[src/char_lcd_number_writer_core_macros.svh]
// ----------------------------------------------------------------------------
// char_lcd_number_writer_core_macros.svh
// Assertion shorthands shared by the LCD number writer modules.
// ----------------------------------------------------------------------------
`ifndef CHAR_LCD_NUMBER_WRITER_CORE_MACROS_SVH
`define CHAR_LCD_NUMBER_WRITER_CORE_MACROS_SVH

// Same-cycle implication, sampled on clk_i, off while rst_ni is low
`define LCDNW_ASSERT_NOW(label, ante, cons, msg) \
  label: assert property (@(posedge clk_i) disable iff (!rst_ni) (ante) |-> (cons)) \
    else $error(msg);

// Next-cycle implication, sampled on clk_i, off while rst_ni is low
`define LCDNW_ASSERT_NEXT(label, ante, cons, msg) \
  label: assert property (@(posedge clk_i) disable iff (!rst_ni) (ante) |=> (cons)) \
    else $error(msg);

`endif

[src/lcdnw_pkg.sv]
// ----------------------------------------------------------------------------
// lcdnw_pkg
// Types, constants and the control store of the LCD number writer.
// ----------------------------------------------------------------------------
`default_nettype none

package lcdnw_pkg;

  // Request action codes
  localparam logic [2:0] ACT_CHAR = 3'd0;
  localparam logic [2:0] ACT_UDEC = 3'd1;
  localparam logic [2:0] ACT_SDEC = 3'd2;
  localparam logic [2:0] ACT_HEX  = 3'd3;
  localparam logic [2:0] ACT_BIN  = 3'd4;

  // Digit limits and conversion length
  localparam int unsigned MaxDigits = 16;
  localparam int unsigned CntW      = 5;
  localparam int unsigned PosW      = 4;
  localparam int unsigned ConvSteps = 16;
  localparam int unsigned ConvW     = 4;
  localparam int unsigned BcdDigits = 5;

  // Bus bytes
  localparam logic [7:0] CMD_SET_ADDR = 8'h80;
  localparam logic [7:0] LINE2_OFS    = 8'h40;
  localparam logic [7:0] CH_ZERO      = 8'h30;
  localparam logic [7:0] CH_UPPER_A   = 8'h41;
  localparam logic [7:0] CH_PLUS      = 8'h2B;
  localparam logic [7:0] CH_MINUS     = 8'h2D;

  // Micro-operations
  typedef enum logic [2:0] {
    OP_LOAD  = 3'd0,
    OP_ADDR  = 3'd1,
    OP_CHAR  = 3'd2,
    OP_SIGN  = 3'd3,
    OP_CONV  = 3'd4,
    OP_DIGIT = 3'd5
  } uc_op_e;

  // Sequencing of the step counter
  typedef enum logic [1:0] {
    J_NEXT     = 2'd0,
    J_STAY     = 2'd1,
    J_CONV     = 2'd2,
    J_DISPATCH = 2'd3
  } uc_jmp_e;

  typedef struct packed {
    uc_op_e  op;
    uc_jmp_e jmp;
  } uc_word_t;

  localparam int unsigned PcW = 3;
  typedef logic [PcW-1:0] pc_t;

  localparam pc_t PC_LOAD  = 3'd0;
  localparam pc_t PC_ADDR  = 3'd1;
  localparam pc_t PC_CHAR  = 3'd2;
  localparam pc_t PC_SIGN  = 3'd3;
  localparam pc_t PC_CONV  = 3'd4;
  localparam pc_t PC_DIGIT = 3'd5;

  // Sequencer to datapath
  typedef struct packed {
    uc_op_e op;
    logic   fire;
    logic   emit;
  } ctrl_t;

  // Datapath to sequencer
  typedef struct packed {
    logic [2:0] action;
    logic       conv_done;
    logic       last;
  } stat_t;

  // Control store: one word per step
  function automatic uc_word_t uc_rom(input pc_t pc);
    uc_word_t w;
    case (pc)
      PC_LOAD:  w = '{op: OP_LOAD,  jmp: J_NEXT};
      PC_ADDR:  w = '{op: OP_ADDR,  jmp: J_DISPATCH};
      PC_CHAR:  w = '{op: OP_CHAR,  jmp: J_NEXT};
      PC_SIGN:  w = '{op: OP_SIGN,  jmp: J_NEXT};
      PC_CONV:  w = '{op: OP_CONV,  jmp: J_CONV};
      PC_DIGIT: w = '{op: OP_DIGIT, jmp: J_STAY};
      default:  w = '{op: OP_LOAD,  jmp: J_NEXT};
    endcase
    return w;
  endfunction

  // Branch table for the dispatch after the address command
  function automatic pc_t uc_dispatch(input logic [2:0] action);
    pc_t t;
    case (action)
      ACT_CHAR: t = PC_CHAR;
      ACT_SDEC: t = PC_SIGN;
      ACT_UDEC: t = PC_CONV;
      ACT_HEX:  t = PC_DIGIT;
      ACT_BIN:  t = PC_DIGIT;
      default:  t = PC_LOAD;
    endcase
    return t;
  endfunction

endpackage

`default_nettype wire

[src/lcdnw_seq.sv]
// ----------------------------------------------------------------------------
// lcdnw_seq
// Step counter and control store: fetches one control word per step and
// works out the next step from the jump field and datapath status.
// ----------------------------------------------------------------------------
`default_nettype none
`include "char_lcd_number_writer_core_macros.svh"

module lcdnw_seq (
  input  logic            clk_i,
  input  logic            rst_ni,
  input  logic            in_valid_i,
  output logic            in_ready_o,
  input  logic            slot_free_i,
  input  lcdnw_pkg::stat_t stat_i,
  output lcdnw_pkg::ctrl_t ctrl_o
);
  import lcdnw_pkg::*;

  pc_t      pc_q, pc_d;
  uc_word_t word;
  logic     emits;
  logic     fire;

  // Decode the current control word
  always_comb begin
    word  = uc_rom(pc_q);
    emits = (word.op == OP_ADDR) || (word.op == OP_CHAR) ||
            (word.op == OP_SIGN) || (word.op == OP_DIGIT);
    if (word.op == OP_LOAD) begin
      fire = in_valid_i;
    end else if (emits) begin
      fire = slot_free_i;
    end else begin
      fire = 1'b1;
    end
  end

  assign in_ready_o  = (word.op == OP_LOAD);
  assign ctrl_o.op   = word.op;
  assign ctrl_o.fire = fire;
  assign ctrl_o.emit = fire && emits;

  // Next step: hold when stalled, back to load after the last write
  always_comb begin
    pc_d = pc_q;
    if (fire) begin
      if (emits && stat_i.last) begin
        pc_d = PC_LOAD;
      end else begin
        case (word.jmp)
          J_NEXT:     pc_d = pc_q + pc_t'(1);
          J_STAY:     pc_d = pc_q;
          J_CONV:     pc_d = stat_i.conv_done ? pc_q + pc_t'(1) : pc_q;
          J_DISPATCH: pc_d = uc_dispatch(stat_i.action);
          default:    pc_d = PC_LOAD;
        endcase
      end
    end
  end

  always_ff @(posedge clk_i or negedge rst_ni) begin
    if (!rst_ni) begin
      pc_q <= PC_LOAD;
    end else begin
      pc_q <= pc_d;
    end
  end

  `LCDNW_ASSERT_NOW(a_pc_range, 1'b1, pc_q <= PC_DIGIT, "step counter out of program")
  `LCDNW_ASSERT_NEXT(a_last_to_load, ctrl_o.emit && stat_i.last, pc_q == PC_LOAD,
                     "last write did not return to load step")
  `LCDNW_ASSERT_NEXT(a_accept_leaves, in_valid_i && in_ready_o, !in_ready_o,
                     "new item taken while previous one in progress")

endmodule

`default_nettype wire

[src/lcdnw_dpath.sv]
// ----------------------------------------------------------------------------
// lcdnw_dpath
// Request registers, serial binary-to-BCD converter and bus byte selection
// for the LCD number writer.
// ----------------------------------------------------------------------------
`default_nettype none
`include "char_lcd_number_writer_core_macros.svh"

module lcdnw_dpath (
  input  logic             clk_i,
  input  logic             rst_ni,
  input  lcdnw_pkg::ctrl_t ctrl_i,
  input  logic [2:0]       action_i,
  input  logic [1:0]       row_i,
  input  logic [5:0]       col_i,
  input  logic [15:0]      value_i,
  input  logic [4:0]       digit_count_i,
  input  logic [7:0]       char_code_i,
  output lcdnw_pkg::stat_t stat_o,
  output logic             is_data_o,
  output logic [7:0]       bus_byte_o
);
  import lcdnw_pkg::*;

  logic [2:0]             action_q;
  logic [7:0]             addr_q, addr_d;
  logic [7:0]             char_q;
  logic                   neg_q;
  logic [CntW-1:0]        n_q, n_d;
  logic [15:0]            sh_q, sh_d;
  logic [4*BcdDigits-1:0] bcd_q, bcd_d, bcd_adj;
  logic [ConvW-1:0]       cnt_q, cnt_d;
  logic                   load;
  logic                   is_neg;
  logic [7:0]             col_m1;
  logic [PosW-1:0]        pos;
  logic [3:0]             digit;
  logic [7:0]             digit_char;
  logic                   addr_last;
  logic                   last_flag;

  assign load   = ctrl_i.fire && (ctrl_i.op == OP_LOAD);
  assign is_neg = (action_i == ACT_SDEC) && value_i[15];

  // Address command from line and one-based column
  always_comb begin
    col_m1 = {2'b00, col_i} - 8'd1;
    if (row_i == 2'd1) begin
      addr_d = CMD_SET_ADDR | col_m1;
    end else begin
      addr_d = CMD_SET_ADDR | (col_m1 + LINE2_OFS);
    end
  end

  // Add-three adjust of each BCD digit
  always_comb begin
    for (int k = 0; k < BcdDigits; k++) begin
      if (bcd_q[4*k +: 4] >= 4'd5) begin
        bcd_adj[4*k +: 4] = bcd_q[4*k +: 4] + 4'd3;
      end else begin
        bcd_adj[4*k +: 4] = bcd_q[4*k +: 4];
      end
    end
  end

  // Next values of the working registers
  always_comb begin
    n_d   = n_q;
    sh_d  = sh_q;
    bcd_d = bcd_q;
    cnt_d = cnt_q;
    if (load) begin
      n_d   = (digit_count_i > CntW'(MaxDigits)) ? CntW'(MaxDigits) : digit_count_i;
      sh_d  = is_neg ? (~value_i + 16'd1) : value_i;
      bcd_d = '0;
      cnt_d = '0;
    end else if (ctrl_i.fire && (ctrl_i.op == OP_CONV)) begin
      bcd_d = {bcd_adj[4*BcdDigits-2:0], sh_q[15]};
      sh_d  = {sh_q[14:0], 1'b0};
      cnt_d = cnt_q + ConvW'(1);
    end else if (ctrl_i.emit && (ctrl_i.op == OP_DIGIT)) begin
      n_d = n_q - CntW'(1);
    end
  end

  always_ff @(posedge clk_i) begin
    if (load) begin
      action_q <= action_i;
      addr_q   <= addr_d;
      char_q   <= char_code_i;
      neg_q    <= is_neg;
    end
    n_q   <= n_d;
    sh_q  <= sh_d;
    bcd_q <= bcd_d;
    cnt_q <= cnt_d;
  end

  // Pick the digit at the current position, most significant first
  always_comb begin
    pos   = PosW'(n_q - CntW'(1));
    digit = 4'd0;
    case (action_q)
      ACT_UDEC, ACT_SDEC: begin
        if (pos < PosW'(BcdDigits)) begin
          digit = bcd_q[{pos[2:0], 2'b00} +: 4];
        end
      end
      ACT_HEX: begin
        if (pos < PosW'(4)) begin
          digit = sh_q[{pos[1:0], 2'b00} +: 4];
        end
      end
      ACT_BIN: digit = {3'b000, sh_q[pos]};
      default: digit = 4'd0;
    endcase
    if (digit < 4'd10) begin
      digit_char = CH_ZERO + {4'b0000, digit};
    end else begin
      digit_char = CH_UPPER_A + {4'b0000, digit} - 8'd10;
    end
  end

  // Address command is last when nothing follows it
  assign addr_last = (action_q > ACT_BIN) ||
                     (((action_q == ACT_UDEC) || (action_q == ACT_HEX) ||
                       (action_q == ACT_BIN)) && (n_q == '0));

  // Bus byte, register select and last flag per step
  always_comb begin
    is_data_o  = 1'b1;
    bus_byte_o = digit_char;
    last_flag  = 1'b0;
    case (ctrl_i.op)
      OP_ADDR: begin
        is_data_o  = 1'b0;
        bus_byte_o = addr_q;
        last_flag  = addr_last;
      end
      OP_CHAR: begin
        bus_byte_o = char_q;
        last_flag  = 1'b1;
      end
      OP_SIGN: begin
        bus_byte_o = neg_q ? CH_MINUS : CH_PLUS;
        last_flag  = (n_q == '0);
      end
      OP_DIGIT: begin
        last_flag = (n_q == CntW'(1));
      end
      default: last_flag = 1'b0;
    endcase
  end

  assign stat_o.last      = last_flag;
  assign stat_o.action    = action_q;
  assign stat_o.conv_done = (cnt_q == ConvW'(ConvSteps - 1));

  `LCDNW_ASSERT_NOW(a_digit_nonzero, ctrl_i.emit && (ctrl_i.op == OP_DIGIT), n_q != '0,
                    "digit written with no digits left")
  `LCDNW_ASSERT_NOW(a_conv_decimal, ctrl_i.fire && (ctrl_i.op == OP_CONV),
                    (action_q == ACT_UDEC) || (action_q == ACT_SDEC),
                    "conversion step outside decimal mode")

endmodule

`default_nettype wire

[src/char_lcd_number_writer_core.sv]
// First bus write: the address command, emitted by the address step after the
// load step takes the item. Writes: a character after the address command;
// hex and binary digits after it; decimal digits after the sign (signed only)
// and the 16-step bit-serial BCD converter, one bus write per step, each held
// while the output register is full; a zero digit count skips the converter.
// Reset: asynchronous, active low; clears the step counter and output valid.
// ----------------------------------------------------------------------------
// char_lcd_number_writer_core
// Turns one display request into the character-LCD bus writes: address
// command, then a character, or the digits of a number (sign first if signed).
// ----------------------------------------------------------------------------
`default_nettype none

module char_lcd_number_writer_core (
  input  logic        clk_i,
  input  logic        rst_ni,
  input  logic        in_valid_i,
  output logic        in_ready_o,
  input  logic [2:0]  action_i,
  input  logic [1:0]  row_i,
  input  logic [5:0]  col_i,
  input  logic [15:0] value_i,
  input  logic [4:0]  digit_count_i,
  input  logic [7:0]  char_code_i,
  output logic        out_valid_o,
  input  logic        out_ready_i,
  output logic        is_data_o,
  output logic [7:0]  bus_byte_o,
  output logic        last_write_o
);
  import lcdnw_pkg::*;

  ctrl_t      ctrl;
  stat_t      stat;
  logic       slot_free;
  logic       emit_is_data;
  logic [7:0] emit_byte;
  logic       out_valid_q;
  logic       is_data_q;
  logic [7:0] bus_byte_q;
  logic       last_q;

  assign slot_free = !out_valid_q || out_ready_i;

  lcdnw_seq u_seq (
    .clk_i       (clk_i),
    .rst_ni      (rst_ni),
    .in_valid_i  (in_valid_i),
    .in_ready_o  (in_ready_o),
    .slot_free_i (slot_free),
    .stat_i      (stat),
    .ctrl_o      (ctrl)
  );

  lcdnw_dpath u_dpath (
    .clk_i         (clk_i),
    .rst_ni        (rst_ni),
    .ctrl_i        (ctrl),
    .action_i      (action_i),
    .row_i         (row_i),
    .col_i         (col_i),
    .value_i       (value_i),
    .digit_count_i (digit_count_i),
    .char_code_i   (char_code_i),
    .stat_o        (stat),
    .is_data_o     (emit_is_data),
    .bus_byte_o    (emit_byte)
  );

  // Output register: load a new write, drop it once taken
  always_ff @(posedge clk_i or negedge rst_ni) begin
    if (!rst_ni) begin
      out_valid_q <= 1'b0;
    end else if (ctrl.emit) begin
      out_valid_q <= 1'b1;
    end else if (out_ready_i) begin
      out_valid_q <= 1'b0;
    end
  end

  always_ff @(posedge clk_i) begin
    if (ctrl.emit) begin
      is_data_q  <= emit_is_data;
      bus_byte_q <= emit_byte;
      last_q     <= stat.last;
    end
  end

  assign out_valid_o  = out_valid_q;
  assign is_data_o    = is_data_q;
  assign bus_byte_o   = bus_byte_q;
  assign last_write_o = last_q;

endmodule

`default_nettype wire
[config.mk]
export PLATFORM = sky130hd
export DESIGN_NAME = char_lcd_number_writer_core
export DESIGN_NICKNAME = d
export VERILOG_FILES = /design/src/lcdnw_pkg.sv /design/src/lcdnw_seq.sv /design/src/lcdnw_dpath.sv /design/src/char_lcd_number_writer_core.sv
export VERILOG_INCLUDE_DIRS = /design/src /design/src/src
export SDC_FILE = /design/constraint.sdc
export NUM_CORES = 1
export LEC_CHECK = 0
export BUFFER_PORTS_ARGS = -buffer_cell sky130_fd_sc_hd__buf_4
export CAP_MARGIN = 20
export CORE_MARGIN = 5
export CORE_UTILIZATION = 40
export CTS_CLUSTER_SIZE = 20
export DETAILED_ROUTE_END_ITERATION = 10
export PLACE_DENSITY = 0.58
export SLEW_MARGIN = 5
export SYNTH_ARGS = -nofsm -noshare
export SYNTH_HDL_FRONTEND = slang
export SYNTH_SLANG_ARGS = --single-unit
[constraint.sdc]
create_clock -name clk_i -period 7.85 [get_ports clk_i]
set_input_delay 0.3925 -clock clk_i [delete_from_list [all_inputs] [get_ports clk_i]]
set_output_delay 0.3925 -clock clk_i [all_outputs]
set_load 0.02 [all_outputs]
==> impl_metrics.py <==
metrics = {
    "cells_and_area": {
        "fillCellCount": 1096,
        "fin_util": 0.4751,
        "multi_input_area_sq_mm": 0.002501,
        "diodes": 0,
        "area_growth_pct": 17.57,
        "finalNonFillerCells": 671,
        "layout.nets": 586,
        "fin_area_sq_mm": 0.005635,
        "seqCellArea_sq_mm": 0.002082,
        "drive_gt1_frac": 0.2023,
    },
    "cts": {
        "clk_pin_slew_ns": 0.06,
        "clock-sinks": 78,
        "htreeDepth": 3,
        "clockBufferDepth": 2,
        "post_cts_buffers": 0,
        "cts_tree": "built",
        "cts_hold_buf": 1,
        "cts.root.buffer_cell": "clkbuf_16",
        "cts_made_buffers": 9,
        "post_cts_resized": 0,
        "clkLatencyLatePin_ns": 0.34,
    },
    "sta": {
        "fin_ws_ns": 3.829,
        "slew_violations": 0,
        "max_freq_mhz": 248.7,
        "rsz0062_at_grt": "false",
        "finClkSkew_ns": 0.007156,
        "whs_ns": 0.2258,
        "tightest_slew_ns": 0.9808,
        "fin_crit_ns": 4.021,
        "setup_viol": 0,
        "finalSetupTns_ns": 0,
        "finalHoldViolCount": 0,
        "fin_crit_sh": 0.5122,
        "maxSlewHeadroom": 0.3461,
    },
    "logic_synthesis": {
        "ys_seq_elements": 78,
        "seq_area_frac_synth": 0.4344,
        "ys_async_sr_fraction": 0.05128,
        "syn_inst": 466,
        "synthDistinctLibCells": 70,
        "synth.avg_cell_area_sq_um": 10.29,
        "synth.cell_area_sq_mm": 0.004793,
        "synth.net_count": 533,
        "synth-edff-count": 50,
        "synth-main-ff-cell": "edfxtp_1",
        "yosysWarnings": 0,
    },
    "global_route": {
        "grt_usage": 0.1589,
        "grt_pass1_wl_mm": 18.04,
        "grt_overflow_total": 0,
        "first_global_vias": 3587,
        "antenna_found_initial": 0,
        "grt_start_max_net_pins": 48,
    },
    "pwr": {
        "ir_worst_vdd_uv": 165.9,
        "fin_total_pwr_mw": 2.433,
        "leakagePower_nw": 2.192,
        "powerDensity_mw_per_mm2": 431.7,
    },
    "place": {
        "placedInstanceArea_sq_mm": 0.005334,
        "io_buffers": 55,
        "hpwlAfterDp_mm": 8.221,
        "gp_congestion": 0.8275,
        "pre_cts_slack_ns": 3.896,
        "numPlacedInstances": 654,
    },
    "routing": {
        "drt_iter0_drc": 234,
        "avgViaCountPerCell": 5.508,
        "via_count": 3696,
        "ant_nets": 0,
        "finalWirelength_mm": 11.05,
        "drc": 0,
        "wl_per_cell_um": 16.46,
        "drtPass1Iterations": 5,
    },
    "die": {
        "rows": 40,
        "core_sq_mm": 0.01186,
        "dieArea_sq_mm": 0.01427,
        "die_w_um": 119.5,
        "io_pins": 56,
        "initial_core_util": 0.4041,
        "die_h_um": 119.5,
    },
    "worst_hold_path": {
        "hold_path.class": "primary input to flop",
    },
    "setup_path": {
        "startpoint_type": "flop",
        "worstPathMaxFanout": 22,
        "required_ns": 7.93,
        "cp.arrival_ns": 4.10,
        "endpoint_kind": "flop",
        "worstSetupPathType": "flop to flop",
    },
    "flow_run": {
        "cap_violations": 0,
    },
    "status": {
        "status": "finished clean",
    },
}
[where the power goes]
group          total (mW)  internal, mW  switching, mW
clock network       0.408         0.245          0.163
registers           0.865         0.685          0.180
logic                1.16         0.498          0.661
[state kept, by name (all words and copies together), names as in the netlist]
name / cells
u_seq.pc_q: 3
u_dpath.bcd_q: 20
u_dpath.sh_q: 16
u_dpath.neg_q: 1
is_data_o: 1
u_dpath.action_q: 3
u_dpath.addr_q: 7
bus_byte_o: 8
u_dpath.n_q: 5
u_dpath.char_q: 8
out_valid_o: 1
last_write_o: 1
u_dpath.cnt_q: 4
[cells by family (layout without fill, tap and decap cells)]
| group | count (synthesis) | after routing | share of synthesized area |
|---|---|---|---|
| and+or+nand+nor | 138 | 138 | 0.1511 |
| muxes | 24 | 24 | 0.08249 |
| AOI/OAI and AO/OA | 125 | 125 | 0.1741 |
| adders and majority gates | 23 | 23 | 0.06004 |
| DFF | 78 | 78 | 0.4344 |
| xor gates and xnor gates | 28 | 28 | 0.05273 |
| buffers and inverters | 50 | 108 | 0.04516 |
[cells in the mapped netlist, types with 4 or more instances]
master,n,share of area
dfxtp_1,24,0.10
mux2i_1,8,0.017
clkbuf_1,11,0.0086
nand3_1,22,0.023
nand2b_1,10,0.013
inv_1,29,0.023
xor2_1,11,0.020
nand2_1,32,0.025
o21ai_0,50,0.052
xnor2_1,16,0.029
ha_1,23,0.060
edfxtp_1,50,0.31
mux4_2,10,0.047
nor3_1,4,0.0042
nor2_1,37,0.029
dfrtp_1,4,0.021
a21oi_1,33,0.034
nor3b_1,7,0.011
a211oi_1,4,0.0063
nand3b_1,4,0.0063
[cells in the final DEF (no fill, tap or decap), types with 4 or more instances in the layout]
| master | count |
|---|---|
| buf_4 | 60 |
| o21ai_0 | 50 |
| edfxtp_1 | 50 |
| nor2_1 | 37 |
| a21oi_1 | 33 |
| nand2_1 | 32 |
| inv_1 | 29 |
| dfxtp_1 | 24 |
| ha_1 | 23 |
| nand3_1 | 22 |
| xnor2_1 | 16 |
| xor2_1 | 11 |
| nand2b_1 | 10 |
| mux4_2 | 10 |
| clkbuf_16 | 9 |
| mux2i_1 | 8 |
| nor3b_1 | 7 |
| nor3_1 | 4 |
| a211oi_1 | 4 |
| nand3b_1 | 4 |
| dfrtp_1 | 4 |
[path summary, 6_finish.rpt]
path | startpoint | to | slack [ns] | cells after the start
max in group asynchronous | rst_ni | u_seq.pc_q[0]$_DFFE_PN0P_ | 7.36 | 2
max reg2reg | u_dpath.n_q[0]$_DFFE_PP_ | bus_byte_o[6]$_DFFE_PP_ | 3.83 | 9
min | char_code_i[2] | u_dpath.char_q[2]$_DFFE_PP_ | 0.23 | 1
max | u_dpath.n_q[0]$_DFFE_PP_ | bus_byte_o[6]$_DFFE_PP_ | 3.83 | 9
min reg2reg | u_dpath.cnt_q[1]$_SDFFE_PP0P_ | u_dpath.cnt_q[1]$_SDFFE_PP0P_ | 0.47 | 2
min in group asynchronous | rst_ni | u_seq.pc_q[1]$_DFFE_PN0P_ | 0.39 | 2
[worst max-delay path, cell delays in order (launching register included)]
cell and delay (ns):
edfxtp_1 1.00, inv_1 0.21, ha_1 0.74, mux4_2 0.40, mux2_2 0.32, a32oi_4 0.33, ha_1 0.25, o21ai_1 0.11
a222oi_1 0.31, inv_1 0.08
[cell type report]
class                   count  area share
clock inverters             6     0.01110
inverters                  31     0.02065
multi-input cells         338      0.4438
clock buffers              10     0.04063
repair buffers             61     0.08171
well taps                 147     0.03264
flip-flops and latches     78      0.3695
[per-layer routing]
metal  wire length (um)  global-route usage  up-vias
met5                  0                   0        -
met4                257             0.07373        0
met3                503             0.02184       20
met2               5119              0.2518       93
met1               5168              0.2154     1759
li1                   -                   -     1824
Power figures use the tool's default switching activity.
